$ cat src/design/sfd_pkg.sv
// Shared types, constants and rounding helpers for the stereo feedback delay.
`timescale 1ns / 1ps

package sfd_pkg;

    // Sample and store geometry (store depth is a power of two)
    localparam int SAMPLE_W    = 24;
    localparam int ADDR_W      = 18;
    localparam int DELAY_DEPTH = 2 ** ADDR_W;
    localparam int LANES       = 2;

    // Gain formats: unsigned, 16 fraction bits, one integer bit for unity
    localparam int FRAC_W  = 16;
    localparam int GAIN_W  = FRAC_W + 1;
    localparam int COEF_W  = GAIN_W + 1;
    localparam int PROD_W  = SAMPLE_W + COEF_W;
    localparam int ACC_W   = PROD_W + 1;
    localparam int RND_W   = ACC_W - FRAC_W;
    localparam int WHOLE_W = 18;

    // Front-to-back job queue
    localparam int QUEUE_AW    = 1;
    localparam int QUEUE_DEPTH = 2 ** QUEUE_AW;

    // Configuration port
    localparam int CFG_IDX_W  = 8;
    localparam int CFG_DATA_W = 32;

    localparam logic [CFG_IDX_W-1:0] CFG_DELAY_WHOLE   = CFG_IDX_W'(0);
    localparam logic [CFG_IDX_W-1:0] CFG_DELAY_FRAC    = CFG_IDX_W'(1);
    localparam logic [CFG_IDX_W-1:0] CFG_FEEDBACK_GAIN = CFG_IDX_W'(2);
    localparam logic [CFG_IDX_W-1:0] CFG_MIX_GAIN      = CFG_IDX_W'(3);

    localparam logic [WHOLE_W-1:0] RST_DELAY_WHOLE   = WHOLE_W'(24000);
    localparam logic [FRAC_W-1:0]  RST_DELAY_FRAC    = FRAC_W'(0);
    localparam logic [FRAC_W-1:0]  RST_FEEDBACK_GAIN = FRAC_W'(0);
    localparam logic [GAIN_W-1:0]  RST_MIX_GAIN      = GAIN_W'(32768);

    localparam logic [GAIN_W-1:0] GAIN_ONE       = GAIN_W'(2 ** FRAC_W);
    localparam logic [FRAC_W-1:0] FEEDBACK_LIMIT = FRAC_W'(64880);

    // Rounding and saturation constants
    localparam logic signed [ACC_W-1:0] RND_HALF = ACC_W'(2 ** (FRAC_W - 1));
    localparam logic signed [RND_W-1:0] SAT_HI   =
        RND_W'((longint'(1) << (SAMPLE_W - 1)) - 1);
    localparam logic signed [RND_W-1:0] SAT_LO   = -SAT_HI - RND_W'(1);

    typedef logic signed [SAMPLE_W-1:0] t_sample;
    typedef logic [ADDR_W-1:0]          t_addr;

    typedef struct packed {
        t_sample left_in;
        t_sample right_in;
    } t_in;

    typedef struct packed {
        t_sample left_out;
        t_sample right_out;
    } t_out;

    // Live configuration, gains already clamped
    typedef struct packed {
        logic [WHOLE_W-1:0] delay_whole;
        logic [FRAC_W-1:0]  frac;
        logic [GAIN_W-1:0]  frac_inv;
        logic [FRAC_W-1:0]  fb;
        logic [GAIN_W-1:0]  mix;
        logic [GAIN_W-1:0]  mix_inv;
    } t_cfg;

    // One classified frame waiting for the back end
    typedef struct packed {
        t_in   dry;
        t_addr wr_addr;
        t_addr near_addr;
        t_addr far_addr;
        logic  near_ok;
        logic  far_ok;
    } t_job;

    // floor((v + 2^15) / 2^16)
    function automatic logic signed [RND_W-1:0] rnd16(input logic signed [ACC_W-1:0] v);
        logic signed [ACC_W-1:0] t;
        t = v + RND_HALF;
        return t[ACC_W-1:FRAC_W];
    endfunction

    // Clamp to the signed sample range
    function automatic t_sample sat(input logic signed [RND_W-1:0] v);
        t_sample r;
        if (v > SAT_HI) begin
            r = SAT_HI[SAMPLE_W-1:0];
        end else if (v < SAT_LO) begin
            r = SAT_LO[SAMPLE_W-1:0];
        end else begin
            r = v[SAMPLE_W-1:0];
        end
        return r;
    endfunction

endpackage

$ cat src/design/sfd_front.sv
// Front end: accepts frames, works out tap addresses and queues the jobs.
`timescale 1ns / 1ps

module sfd_front (
    input  logic          i_clk,
    input  logic          i_rst_n,
    input  sfd_pkg::t_cfg i_cfg,
    input  logic          i_in_valid,
    output logic          o_in_stall,
    input  sfd_pkg::t_in  i_in_data,
    output logic          o_job_valid,
    output sfd_pkg::t_job o_job,
    input  logic          i_job_pop
);
    import sfd_pkg::*;

    t_addr                r_wp;
    logic                 r_wrapped;
    t_job                 r_q [QUEUE_DEPTH];
    logic [QUEUE_AW-1:0]  r_rd_ptr;
    logic [QUEUE_AW-1:0]  r_wr_ptr;
    logic [QUEUE_AW:0]    r_count;

    logic  w_push;
    t_addr w_dw;
    t_job  w_job;

    assign o_in_stall  = (r_count == (QUEUE_AW + 1)'(QUEUE_DEPTH));
    assign o_job_valid = (r_count != '0);
    assign o_job       = r_q[r_rd_ptr];
    assign w_push      = i_in_valid && !o_in_stall;

    // Tap addresses; an entry is unwritten until the write position has
    // passed it once, and then reads as zero
    always_comb begin
        w_dw            = ADDR_W'(i_cfg.delay_whole);
        w_job.dry       = i_in_data;
        w_job.wr_addr   = r_wp;
        w_job.near_addr = r_wp - w_dw;
        w_job.far_addr  = w_job.near_addr - ADDR_W'(1);
        w_job.near_ok   = r_wrapped || (w_job.near_addr < r_wp);
        w_job.far_ok    = r_wrapped || (w_job.far_addr < r_wp);
    end

    // Write position and fill tracking
    always_ff @(posedge i_clk) begin
        if (!i_rst_n) begin
            r_wp      <= '0;
            r_wrapped <= 1'b0;
        end else if (w_push) begin
            r_wp <= r_wp + ADDR_W'(1);
            if (r_wp == '1) begin
                r_wrapped <= 1'b1;
            end
        end
    end

    // Job queue
    always_ff @(posedge i_clk) begin
        if (w_push) begin
            r_q[r_wr_ptr] <= w_job;
        end
    end

    always_ff @(posedge i_clk) begin
        if (!i_rst_n) begin
            r_rd_ptr <= '0;
            r_wr_ptr <= '0;
            r_count  <= '0;
        end else begin
            if (w_push) begin
                r_wr_ptr <= r_wr_ptr + QUEUE_AW'(1);
            end
            if (i_job_pop) begin
                r_rd_ptr <= r_rd_ptr + QUEUE_AW'(1);
            end
            if (w_push && !i_job_pop) begin
                r_count <= r_count + (QUEUE_AW + 1)'(1);
            end else if (!w_push && i_job_pop) begin
                r_count <= r_count - (QUEUE_AW + 1)'(1);
            end
        end
    end

endmodule

$ cat config.mk
export PLATFORM = sky130hd
export DESIGN_NAME = sfd_front
export DESIGN_NICKNAME = d
export VERILOG_FILES = /design/src/design/sfd_pkg.sv /design/src/design/sfd_front.sv
export SDC_FILE = /design/constraint.sdc
export NUM_CORES = 1
export LEC_CHECK = 0
export ABC_AREA = 1
export CAP_MARGIN = 10
export CORE_MARGIN = 10
export CORE_UTILIZATION = 58
export DETAILED_ROUTE_END_ITERATION = 8
export DONT_BUFFER_PORTS = 1
export HOLD_SLACK_MARGIN = 0.08
export PLACE_DENSITY_LB_ADDON = 0.2
export SYNTH_ARGS = -nofsm -noshare
export SYNTH_HDL_FRONTEND = slang
export SYNTH_SLANG_ARGS = --single-unit
$ cat constraint.sdc
create_clock -name i_clk -period 6.2 [get_ports i_clk]
set_input_delay 1.24 -clock i_clk [delete_from_list [all_inputs] [get_ports i_clk]]
set_output_delay 1.24 -clock i_clk [all_outputs]
set_load 0.01 [all_outputs]
==> impl_metrics.ini <==
[timing]
period_share = 0.6712
maxSlewViolCount = 0
finClkSkew_ns = 0.01303
relSlewSlack = 0.2987
fmax_mhz = 240.3
tns_ns = 0
period_minus_slack_ns = 4.162
final-setup-viol-count = 0
hold_violations = 0
rsz0062_at_grt = false
tightest_slew_ns = 1.052

[cts]
clock_sinks = 232
cts_buffer_depth = 3
numCtsBuffers = 24
cts-resized-gates = 0
path_clk_slew_ns = 0.06
htreeDepth = 1
clockRootBuffer = clkbuf_16
cts_tree = yes
clk_latency_ns = 0.52
hold_buffers = 0
post_cts_buffers = 0

[pwr]
finalPower_mw = 3.693
powerDensity_nw_per_um2 = 306.2
peakVddDrop_v = 0.0002071
p_leak_nw = 4.685

[setup_path]
crit_chain = ha_1 -> fa_1 -> inv_1 -> nand2_1 -> nand2_1 -> nand3_2 -> nand2_2 -> nand2_1 -> nand2_1 -> nand3_2 -> nor2_4 -> nand2_4 -> nor2_2 -> nand2_1 -> nand2_1 -> nand2_1 -> ha_1 -> nand4_1 -> nor2_1 -> o2111ai_1 -> nand3_1 -> nand2_1
cp-start-kind = input port
cpPeakStageDelay_ns = 0.39
crit_arrival_ns = 4.42
cp.required_ns = 6.46
worst_path_max_delay_cell = fa_1
crit_top_cell = nand2_1
path_max_fanout = 4
path_buf_inv = 1
endpoint_kind = flop
path_delay_family = simple AND/OR/NAND/NOR gates
critical_path_class = in -> reg

[drt]
first_iter_violations = 435
num_vias = 6501
dr.pass1.iters = 5
finalWirelength_um = 22780
antenna_left = 0
wl_per_cell_um = 19.29
avgViaCountPerCell = 5.505
drc_errors = 0

[placed_design]
post_dp_cell_area_um2 = 11330
hpwlAfterDp_um = 16670
io_buffers = 0
place_congestion = 0.9173
dp_cells = 1138

[global_route]
grt_max_degree = 78
track_usage = 0.1810
antenna_found_initial = 0
grt_pass1_wl_um = 35410
grt_overflow = 0
grt_pass1_vias = 6494

[yosys]
syn_inst = 912
synth-edff-count = 208
syn_area_um2 = 11040
ys_types = 34
synth_top_flop_cell = edfxtp_1
synth_seq_area_share = 0.6092
synth_seq_cells = 232
async_reset_ff_frac = 0
avgSynthCellArea_um2 = 12.11
synth_nets = 1122
yosysWarnings = 0

[final_layout]
nNetsFinal = 1140
instances_no_fill = 1181
syn_to_final_growth_pct = 9.224
finish.instance_area_um2 = 12060
drive_above_1_share = 0.1964
fillCellCount = 1468
insertedDiodeCount = 0

[status]
outcome = finished, final reports clean

[floorplan]
ioPinCount = 259
initial_core_util = 0.5903
coreArea_um2 = 18710
die_area_um2 = 24960
die_w_um = 158.0
die_h_um = 158.0
num_rows = 50

[hold_path]
hp-class = reg -> reg

[flow_run]
maxCapViolCount = 0
==> stage by stage <==
stage,worst slack [ns],util,hold WS (ns)
floorplan,1.649,-,0.4515
global placement,1.606,0.6060,0.4706
detailed placement,1.540,0.6060,0.4769
CTS,2.070,0.6447,0.4854
global route,1.800,0.6447,0.5272
finish,2.038,0.6447,0.4795
==> kinds of logic after synthesis <==
logic type               synth area share
AND/OR/NAND/NOR                    0.1243
adder cells (fa/ha/maj)           0.06527
AO/OA/AOI/OAI                     0.03717
buffers and inverters             0.04691
multiplexers                       0.1061
XOR/XNOR                          0.01111
flip-flops                         0.6092
==> layout by cell type, fill, tap and decap left out, types with 2 or more instances in the layout <==
cell type  count
o211ai_1       2
nor2_2         8
nand2_1      150
xnor2_1        3
o21a_1         2
dfxtp_1       23
inv_1        120
o21ai_0       25
mux2_2       104
a21o_1         2
nand3_2        4
nand3_1       44
nor2_1        32
clkinv_2       4
clkbuf_16     24
buf_4          5
a21oi_1       43
clkbuf_1       7
ha_1          56
clkinv_1       4
nor2_4         8
o2111ai_1      2
nand3b_1       4
xor2_1        11
nand2_2       16
nor3_1        11
inv_2          3
edfxtp_1     208
nor3_2         2
and2_1         2
nand4_1        7
nand2_4        2
==> report_power, final <==
group          internal [mW]  switching, mW
clock                  0.758          0.566
sequential              1.86         0.0469
combinational          0.162          0.304
==> layout make-up <==
type | instances | area (um^2) | share of cell area
flip-flops and latches | 232 | 6730 | 0.5580
clock buffers | 31 | 626.9 | 0.05198
multi-input cells | 544 | 3812 | 0.3161
clock inverters | 12 | 98.84 | 0.008196
inverters | 123 | 461.7 | 0.03828
repair buffers | 5 | 37.54 | 0.003112
well taps | 234 | 292.8 | 0.02428
==> worst min-delay path, stage by stage, from the launching register on <==
cell,delay (ns)
dfxtp_1,0.30
inv_1,0.07
a21oi_1,0.06
==> registers in the layout (all words and copies together) (netlist names), named ones only <==
name       cells
r_wp          18
r_count        2
r_rd_ptr       1
r_q          208
r_wrapped      1
r_wr_ptr       1
==> path summary, 6_finish.rpt <==
check,endpoint,cells past startpoint,startpoint,slack [ns]
worst min-delay path,r_wrapped,2,r_wrapped,0.48
worst max register to register,r_q[1][0],23,r_wp[0],2.17
worst max-delay path,r_q[1][0],22,i_cfg[83],2.04
worst min register to register,r_wrapped,2,r_wrapped,0.48
==> cells in the mapped netlist (4+ instances only) <==
library cell    n  area share
nor2_1         34       0.012
nand2_2        16      0.0091
nor3_1         11      0.0050
buf_2           6      0.0027
buf_1           4      0.0014
nand3_1        44       0.020
nor2_4          6      0.0061
nand3b_1        4      0.0027
o21ai_0        25       0.011
edfxtp_1      208        0.57
nor2_2          8      0.0045
a21oi_1        43       0.019
nand4_1         7      0.0040
mux2_2        104        0.11
xor2_1         11      0.0087
dfxtp_1        24       0.044
nand3_2         4      0.0036
ha_1           56       0.063
nand2_1       150       0.051
inv_1         120       0.041
==> routing by layer <==
metal | up-vias | share of wire | GRT usage
met4 | 0 | 0.021 | 0.04676
met5 | - | 0 | 0
met1 | 3045 | 0.44 | 0.2405
met2 | 206 | 0.45 | 0.2821
li1 | 3215 | - | -
met3 | 35 | 0.093 | 0.05807
Note: power is estimated with default switching activity, not from simulation.
