<file path="src/design/sfd_pkg.sv">
// Shared types, constants and rounding helpers for the stereo feedback delay.
`timescale 1ns / 1ps

package sfd_pkg;

    // Sample and store geometry (store depth is a power of two)
    localparam int SAMPLE_W    = 24;
    localparam int ADDR_W      = 18;
    localparam int DELAY_DEPTH = 2 ** ADDR_W;
    localparam int LANES       = 2;

    // Gain formats: unsigned, 16 fraction bits, one integer bit for unity
    localparam int FRAC_W  = 16;
    localparam int GAIN_W  = FRAC_W + 1;
    localparam int COEF_W  = GAIN_W + 1;
    localparam int PROD_W  = SAMPLE_W + COEF_W;
    localparam int ACC_W   = PROD_W + 1;
    localparam int RND_W   = ACC_W - FRAC_W;
    localparam int WHOLE_W = 18;

    // Front-to-back job queue
    localparam int QUEUE_AW    = 1;
    localparam int QUEUE_DEPTH = 2 ** QUEUE_AW;

    // Configuration port
    localparam int CFG_IDX_W  = 8;
    localparam int CFG_DATA_W = 32;

    localparam logic [CFG_IDX_W-1:0] CFG_DELAY_WHOLE   = CFG_IDX_W'(0);
    localparam logic [CFG_IDX_W-1:0] CFG_DELAY_FRAC    = CFG_IDX_W'(1);
    localparam logic [CFG_IDX_W-1:0] CFG_FEEDBACK_GAIN = CFG_IDX_W'(2);
    localparam logic [CFG_IDX_W-1:0] CFG_MIX_GAIN      = CFG_IDX_W'(3);

    localparam logic [WHOLE_W-1:0] RST_DELAY_WHOLE   = WHOLE_W'(24000);
    localparam logic [FRAC_W-1:0]  RST_DELAY_FRAC    = FRAC_W'(0);
    localparam logic [FRAC_W-1:0]  RST_FEEDBACK_GAIN = FRAC_W'(0);
    localparam logic [GAIN_W-1:0]  RST_MIX_GAIN      = GAIN_W'(32768);

    localparam logic [GAIN_W-1:0] GAIN_ONE       = GAIN_W'(2 ** FRAC_W);
    localparam logic [FRAC_W-1:0] FEEDBACK_LIMIT = FRAC_W'(64880);

    // Rounding and saturation constants
    localparam logic signed [ACC_W-1:0] RND_HALF = ACC_W'(2 ** (FRAC_W - 1));
    localparam logic signed [RND_W-1:0] SAT_HI   =
        RND_W'((longint'(1) << (SAMPLE_W - 1)) - 1);
    localparam logic signed [RND_W-1:0] SAT_LO   = -SAT_HI - RND_W'(1);

    typedef logic signed [SAMPLE_W-1:0] t_sample;
    typedef logic [ADDR_W-1:0]          t_addr;

    typedef struct packed {
        t_sample left_in;
        t_sample right_in;
    } t_in;

    typedef struct packed {
        t_sample left_out;
        t_sample right_out;
    } t_out;

    // Live configuration, gains already clamped
    typedef struct packed {
        logic [WHOLE_W-1:0] delay_whole;
        logic [FRAC_W-1:0]  frac;
        logic [GAIN_W-1:0]  frac_inv;
        logic [FRAC_W-1:0]  fb;
        logic [GAIN_W-1:0]  mix;
        logic [GAIN_W-1:0]  mix_inv;
    } t_cfg;

    // One classified frame waiting for the back end
    typedef struct packed {
        t_in   dry;
        t_addr wr_addr;
        t_addr near_addr;
        t_addr far_addr;
        logic  near_ok;
        logic  far_ok;
    } t_job;

    // floor((v + 2^15) / 2^16)
    function automatic logic signed [RND_W-1:0] rnd16(input logic signed [ACC_W-1:0] v);
        logic signed [ACC_W-1:0] t;
        t = v + RND_HALF;
        return t[ACC_W-1:FRAC_W];
    endfunction

    // Clamp to the signed sample range
    function automatic t_sample sat(input logic signed [RND_W-1:0] v);
        t_sample r;
        if (v > SAT_HI) begin
            r = SAT_HI[SAMPLE_W-1:0];
        end else if (v < SAT_LO) begin
            r = SAT_LO[SAMPLE_W-1:0];
        end else begin
            r = v[SAMPLE_W-1:0];
        end
        return r;
    endfunction

endpackage

</file>
<file path="src/design/sfd_cfg.sv">
// Configuration registers with gain clamping and complement terms.
`timescale 1ns / 1ps

module sfd_cfg (
    input  logic                           i_clk,
    input  logic                           i_rst_n,
    input  logic                           i_cfg_valid,
    output logic                           o_cfg_ready,
    input  logic [sfd_pkg::CFG_IDX_W-1:0]  i_cfg_index,
    input  logic [sfd_pkg::CFG_DATA_W-1:0] i_cfg_data,
    output sfd_pkg::t_cfg                  o_cfg
);
    import sfd_pkg::*;

    logic [WHOLE_W-1:0] r_delay_whole;
    logic [FRAC_W-1:0]  r_delay_frac;
    logic [FRAC_W-1:0]  r_feedback_gain;
    logic [GAIN_W-1:0]  r_mix_gain;

    // Writes are always taken; unknown indexes are dropped
    assign o_cfg_ready = 1'b1;

    always_ff @(posedge i_clk) begin
        if (!i_rst_n) begin
            r_delay_whole   <= RST_DELAY_WHOLE;
            r_delay_frac    <= RST_DELAY_FRAC;
            r_feedback_gain <= RST_FEEDBACK_GAIN;
            r_mix_gain      <= RST_MIX_GAIN;
        end else if (i_cfg_valid) begin
            case (i_cfg_index)
                CFG_DELAY_WHOLE:   r_delay_whole   <= i_cfg_data[WHOLE_W-1:0];
                CFG_DELAY_FRAC:    r_delay_frac    <= i_cfg_data[FRAC_W-1:0];
                CFG_FEEDBACK_GAIN: r_feedback_gain <= i_cfg_data[FRAC_W-1:0];
                CFG_MIX_GAIN:      r_mix_gain      <= i_cfg_data[GAIN_W-1:0];
                default: ;
            endcase
        end
    end

    // Clamp feedback to 0.99 and mix to unity, form the 1-x weights
    always_comb begin
        o_cfg.delay_whole = r_delay_whole;
        o_cfg.frac        = r_delay_frac;
        o_cfg.frac_inv    = GAIN_ONE - GAIN_W'(r_delay_frac);
        o_cfg.fb          = (r_feedback_gain > FEEDBACK_LIMIT) ? FEEDBACK_LIMIT
                                                                : r_feedback_gain;
        o_cfg.mix         = (r_mix_gain > GAIN_ONE) ? GAIN_ONE : r_mix_gain;
        o_cfg.mix_inv     = GAIN_ONE - o_cfg.mix;
    end

endmodule

</file>
<file path="config.mk">
export PLATFORM = sky130hd
export DESIGN_NAME = sfd_cfg
export DESIGN_NICKNAME = d
export VERILOG_FILES = /design/src/design/sfd_pkg.sv /design/src/design/sfd_cfg.sv
export SDC_FILE = /design/constraint.sdc
export NUM_CORES = 1
export LEC_CHECK = 0
export BUFFER_PORTS_ARGS = -buffer_cell sky130_fd_sc_hd__buf_2
export CAP_MARGIN = 20
export CORE_MARGIN = 1
export CORE_UTILIZATION = 32
export DETAILED_ROUTE_END_ITERATION = 12
export PLACE_DENSITY_LB_ADDON = 0.15
export SETUP_SLACK_MARGIN = 0.15
export SLEW_MARGIN = 20
export SYNTH_ARGS = -nofsm -noshare
export SYNTH_HDL_FRONTEND = slang
export SYNTH_SLANG_ARGS = --single-unit
</file>
<file path="constraint.sdc">
create_clock -name i_clk -period 3.4 [get_ports i_clk]
set_input_delay 0.68 -clock i_clk [delete_from_list [all_inputs] [get_ports i_clk]]
set_output_delay 0.68 -clock i_clk [all_outputs]
set_load 0.05 [all_outputs]
</file>
==> run_results.csv <==
group,metric,value,unit
outcome,outcome,"finished clean",
placement,routabilityCongestion,0.797,
setup_path,worstPathRequired,2.72,ns
placement,placed_cells,635,
final_layout,diodes,0,
timing,slew_headroom,0.491,
global_routing,grt_util_all_layers,0.190,
timing,fmax,328,MHz
pwr,leakagePower,1.97,nW
clock_network,cts-root-buf,"clkbuf_8",
drt,routed_wl,9570,µm
setup_path,path_max_fanout,7,
setup_path,cp_cell_sequence,"or4_4 -> or3_4 -> or3_4 -> xor2_1 -> buf_2",
setup_path,crit-reg2reg-capture,"r_mix_gain[16]",
setup_path,r2r_start,"r_mix_gain[16]",
clock_network,cts_tree,"built",
setup_path,crit_slowest_cell,"or4_4",
setup_path,max_stage_delay,0.56,ns
floorplanning,dieArea,10300,µm²
drt,wl_per_cell,14.7,µm
drt,vias,3220,
placement,placed_area,3940,µm²
worst_hold_path,hold_class,"flip-flop to flip-flop",
floorplanning,die_h,102,µm
global_routing,grt_overflow,0,
yosys,async_flop_share,0,
drt,drtAntennaViolNets,0,
final_layout,drive_above_1_share,0.322,
floorplanning,io_pins,145,
yosys,synth_nets,445,
pwr,combPwrFrac,0.065,
pwr,pwr-share-seq,0.537,
floorplanning,die_w,102,µm
final_layout,layout.nets,558,
yosys,ys_seq_area_frac,0.422,
floorplanning,start_util,0.329,
timing,skew,0,ns
yosys,synth-seq-cells,67,
timing,finalHoldViolations,0,
final_layout,area_growth,29.5,%
timing,worstMarginPinSlew,0.759,ns
clock_network,clockBufferDepth,2,
clock_network,cts_made_buffers,9,
floorplanning,core,9680,µm²
yosys,synth_cells,400,
timing,min_period_over_period,0.897,
pwr,vdd_drop_max,0.189,mV
timing,slew_violations,0,
clock_network,h-tree-depth,3,
setup_path,crit_buf_inv,1,
setup_path,r2r_setup_slack,2.56,ns
pwr,switching_power,349,µW
yosys,synth_ff_type,"dfxtp_1",
setup_path,r2r_cells,3,
clock_network,clock_latency,0.33,ns
clock_network,clk_pin_slew,0.07,ns
global_routing,antenna_found_initial,0,
run,cap_violations,0,
timing,fin_ws,0.350,ns
global_routing,grt_pass1_wl,14600,µm
placement,dp_slack,0.563,ns
placement,dp_hpwl,6940,µm
drt,drc_errors,0,
setup_path,arrival,2.37,ns
yosys,synth_cell_types,44,
pwr,p_per_area,355,nW/µm²
setup_path,crit_family,"simple AND/OR/NAND/NOR gates",
global_routing,grt_max_degree,45,
timing,final.min_clock_period,3.05,ns
timing,setup_viol,0,
setup_path,path_class,"flip-flop to primary output",
worst_hold_path,min-delay-start,"r_delay_whole[11]",
pwr,power_frac_clock,0.397,
timing,rsz0062_at_grt,"no",
worst_hold_path,holdPathEnd,"r_delay_whole[11]",
pwr,internal_power,1.12,mW
yosys,synth_edf_count,0,
setup_path,crit_top_cell,"or3_4",
final_layout,layout.cells.non_filler,651,
final_layout,design_area,4120,µm²
clock_network,postCtsSetupBuffers,0,
clock_network,clock_sinks,67,
drt,drt_first_pass_iters,4,
yosys,yosysWarningCount,0,
floorplanning,num_rows,36,
drt,vias_per_cell,4.95,
setup_path,worstSetupEndpointType,"primary output",
pwr,sw_frac_of_total,0.239,
yosys,synth_area,3180,µm²
global_routing,grt_pass1_vias,2791,
placement,io_buffers,129,
yosys,avgSynthCellArea,7.95,µm²
drt,first_iter_violations,135,
timing,fin_tns_setup,0,ns
worst_hold_path,holdPathStages,2,
setup_path,cp-start-kind,"flip-flop",
==> repair_timing <==
| item | in CTS | in global routing |
|---|---|---|
| endpoints found under the setup margin | 0 | 2 |
| resized for setup | 0 | 3 |
| hold buffers | 0 | 0 |
==> synth_stat cells, types with 2 or more instances <==
cell | number | area share
or4_1 | 2 | 0.0047
o21a_1 | 3 | 0.0071
xnor2_1 | 15 | 0.041
buf_4 | 3 | 0.0071
nor2_1 | 19 | 0.022
nand3_1 | 62 | 0.098
nor4_1 | 3 | 0.0059
nor3b_1 | 2 | 0.0047
dfxtp_1 | 67 | 0.42
nor3_1 | 9 | 0.014
ha_1 | 2 | 0.0079
buf_2 | 2 | 0.0031
o21ai_0 | 61 | 0.096
and4_1 | 2 | 0.0055
a21oi_1 | 3 | 0.0047
o22ai_1 | 4 | 0.0079
inv_1 | 7 | 0.0083
mux2i_1 | 7 | 0.022
nor2b_1 | 18 | 0.035
nand2b_1 | 2 | 0.0039
buf_1 | 4 | 0.0047
or2_2 | 3 | 0.0059
nand4_1 | 7 | 0.014
a31oi_1 | 2 | 0.0039
xor2_1 | 6 | 0.017
nand4b_1 | 2 | 0.0055
clkbuf_1 | 28 | 0.033
nand3b_1 | 3 | 0.0071
or3_4 | 2 | 0.0071
nand2_1 | 36 | 0.042
==> logic make-up after synthesis <==
| group | after synthesis | synth area share |
|---|---|---|
| simple gates | 179 | 0.297 |
| compound gates | 78 | 0.133 |
| flops | 67 | 0.422 |
| buf+inv | 44 | 0.0562 |
| xor+xnor | 21 | 0.0578 |
| mux | 8 | 0.0256 |
| fa+ha+maj | 2 | 0.00786 |
| other cells | 1 | 0.00118 |
==> sequential cells by signal, indices dropped and copies added (netlist names) <==
name and flops:
r_delay_whole 18, r_mix_gain 17, r_delay_frac 16, r_feedback_gain 16
==> cell usage in the layout (no fill, tap or decap), drive strengths merged, types with 2 or more instances in the layout <==
master	synthesis	routed
clkbuf	28	15
clkinv	0	2
or4	4	4
xor2	6	6
o21a	3	3
nand3b	3	3
ha	2	2
buf	9	138
mux2i	7	7
nor4	3	3
o21ai	61	61
nor3	9	9
or3	3	3
nor2	19	19
nor2b	18	18
a21oi	3	3
or2	3	3
nand2	36	36
inv	7	7
nand4b	2	2
xnor2	15	15
nand2b	2	2
o22ai	4	4
dfxtp	67	67
and4	2	2
a31oi	2	2
nand4	7	7
nor3b	2	2
nand3	62	62
==> worst min-delay path, cell delays in order, from the launching register on <==
cell and delay, ns:
dfxtp_1 0.32, mux2i_1 0.06, nand2_1 0.06
==> per-layer routing <==
| metal | wire [µm] | vias up | GRT usage |
|---|---|---|---|
| li1 | - | 1615 | - |
| met1 | 4630 | 1494 | 0.263 |
| met3 | 619 | 6 | 0.0476 |
| met2 | 4260 | 105 | 0.293 |
| met4 | 63 | 0 | 0.0502 |
| met5 | 0 | - | 0 |
==> metrics by stage <==
step,util,hold slack (ns),total power [mW]
finish,0.426,0.471,1.46
floorplan,-,0.450,0.859
global route,0.426,0.494,1.52
detailed placement,0.406,0.454,0.901
CTS,0.424,0.477,1.48
global placement,0.406,0.452,0.900
==> power by group through the flow <==
stage / registers [mW] / logic [mW] / clock network, mW
floorplan: 0.806 / 0.0530 / 0
detailed placement: 0.804 / 0.0966 / 0
global route: 0.786 / 0.103 / 0.632
CTS: 0.786 / 0.0969 / 0.599
global placement: 0.804 / 0.0953 / 0
finish: 0.787 / 0.0959 / 0.582
==> cell type report <==
type / instances / area [µm²]
clock inverter: 2 / 10.0
clock buffer: 14 / 163
fill: 1035 / 5560
tap: 133 / 166
inverter: 7 / 26.3
multi-input combinational: 289 / 1690
timing repair buffer: 139 / 723
sequential: 67 / 1340
==> worst max-delay path by stage <==
stage,startpoint,endpoint,cells after the start
final,r_delay_frac[7],o_cfg[64],5
after global routing,r_delay_frac[0],o_cfg[60],7
after CTS,r_delay_frac[0],o_cfg[60],7
after detailed placement,r_delay_frac[0],o_cfg[60],7
after global placement,r_delay_frac[0],o_cfg[60],7
after floorplan,r_delay_frac[7],o_cfg[64],4
(Power assumes the default switching activity.)
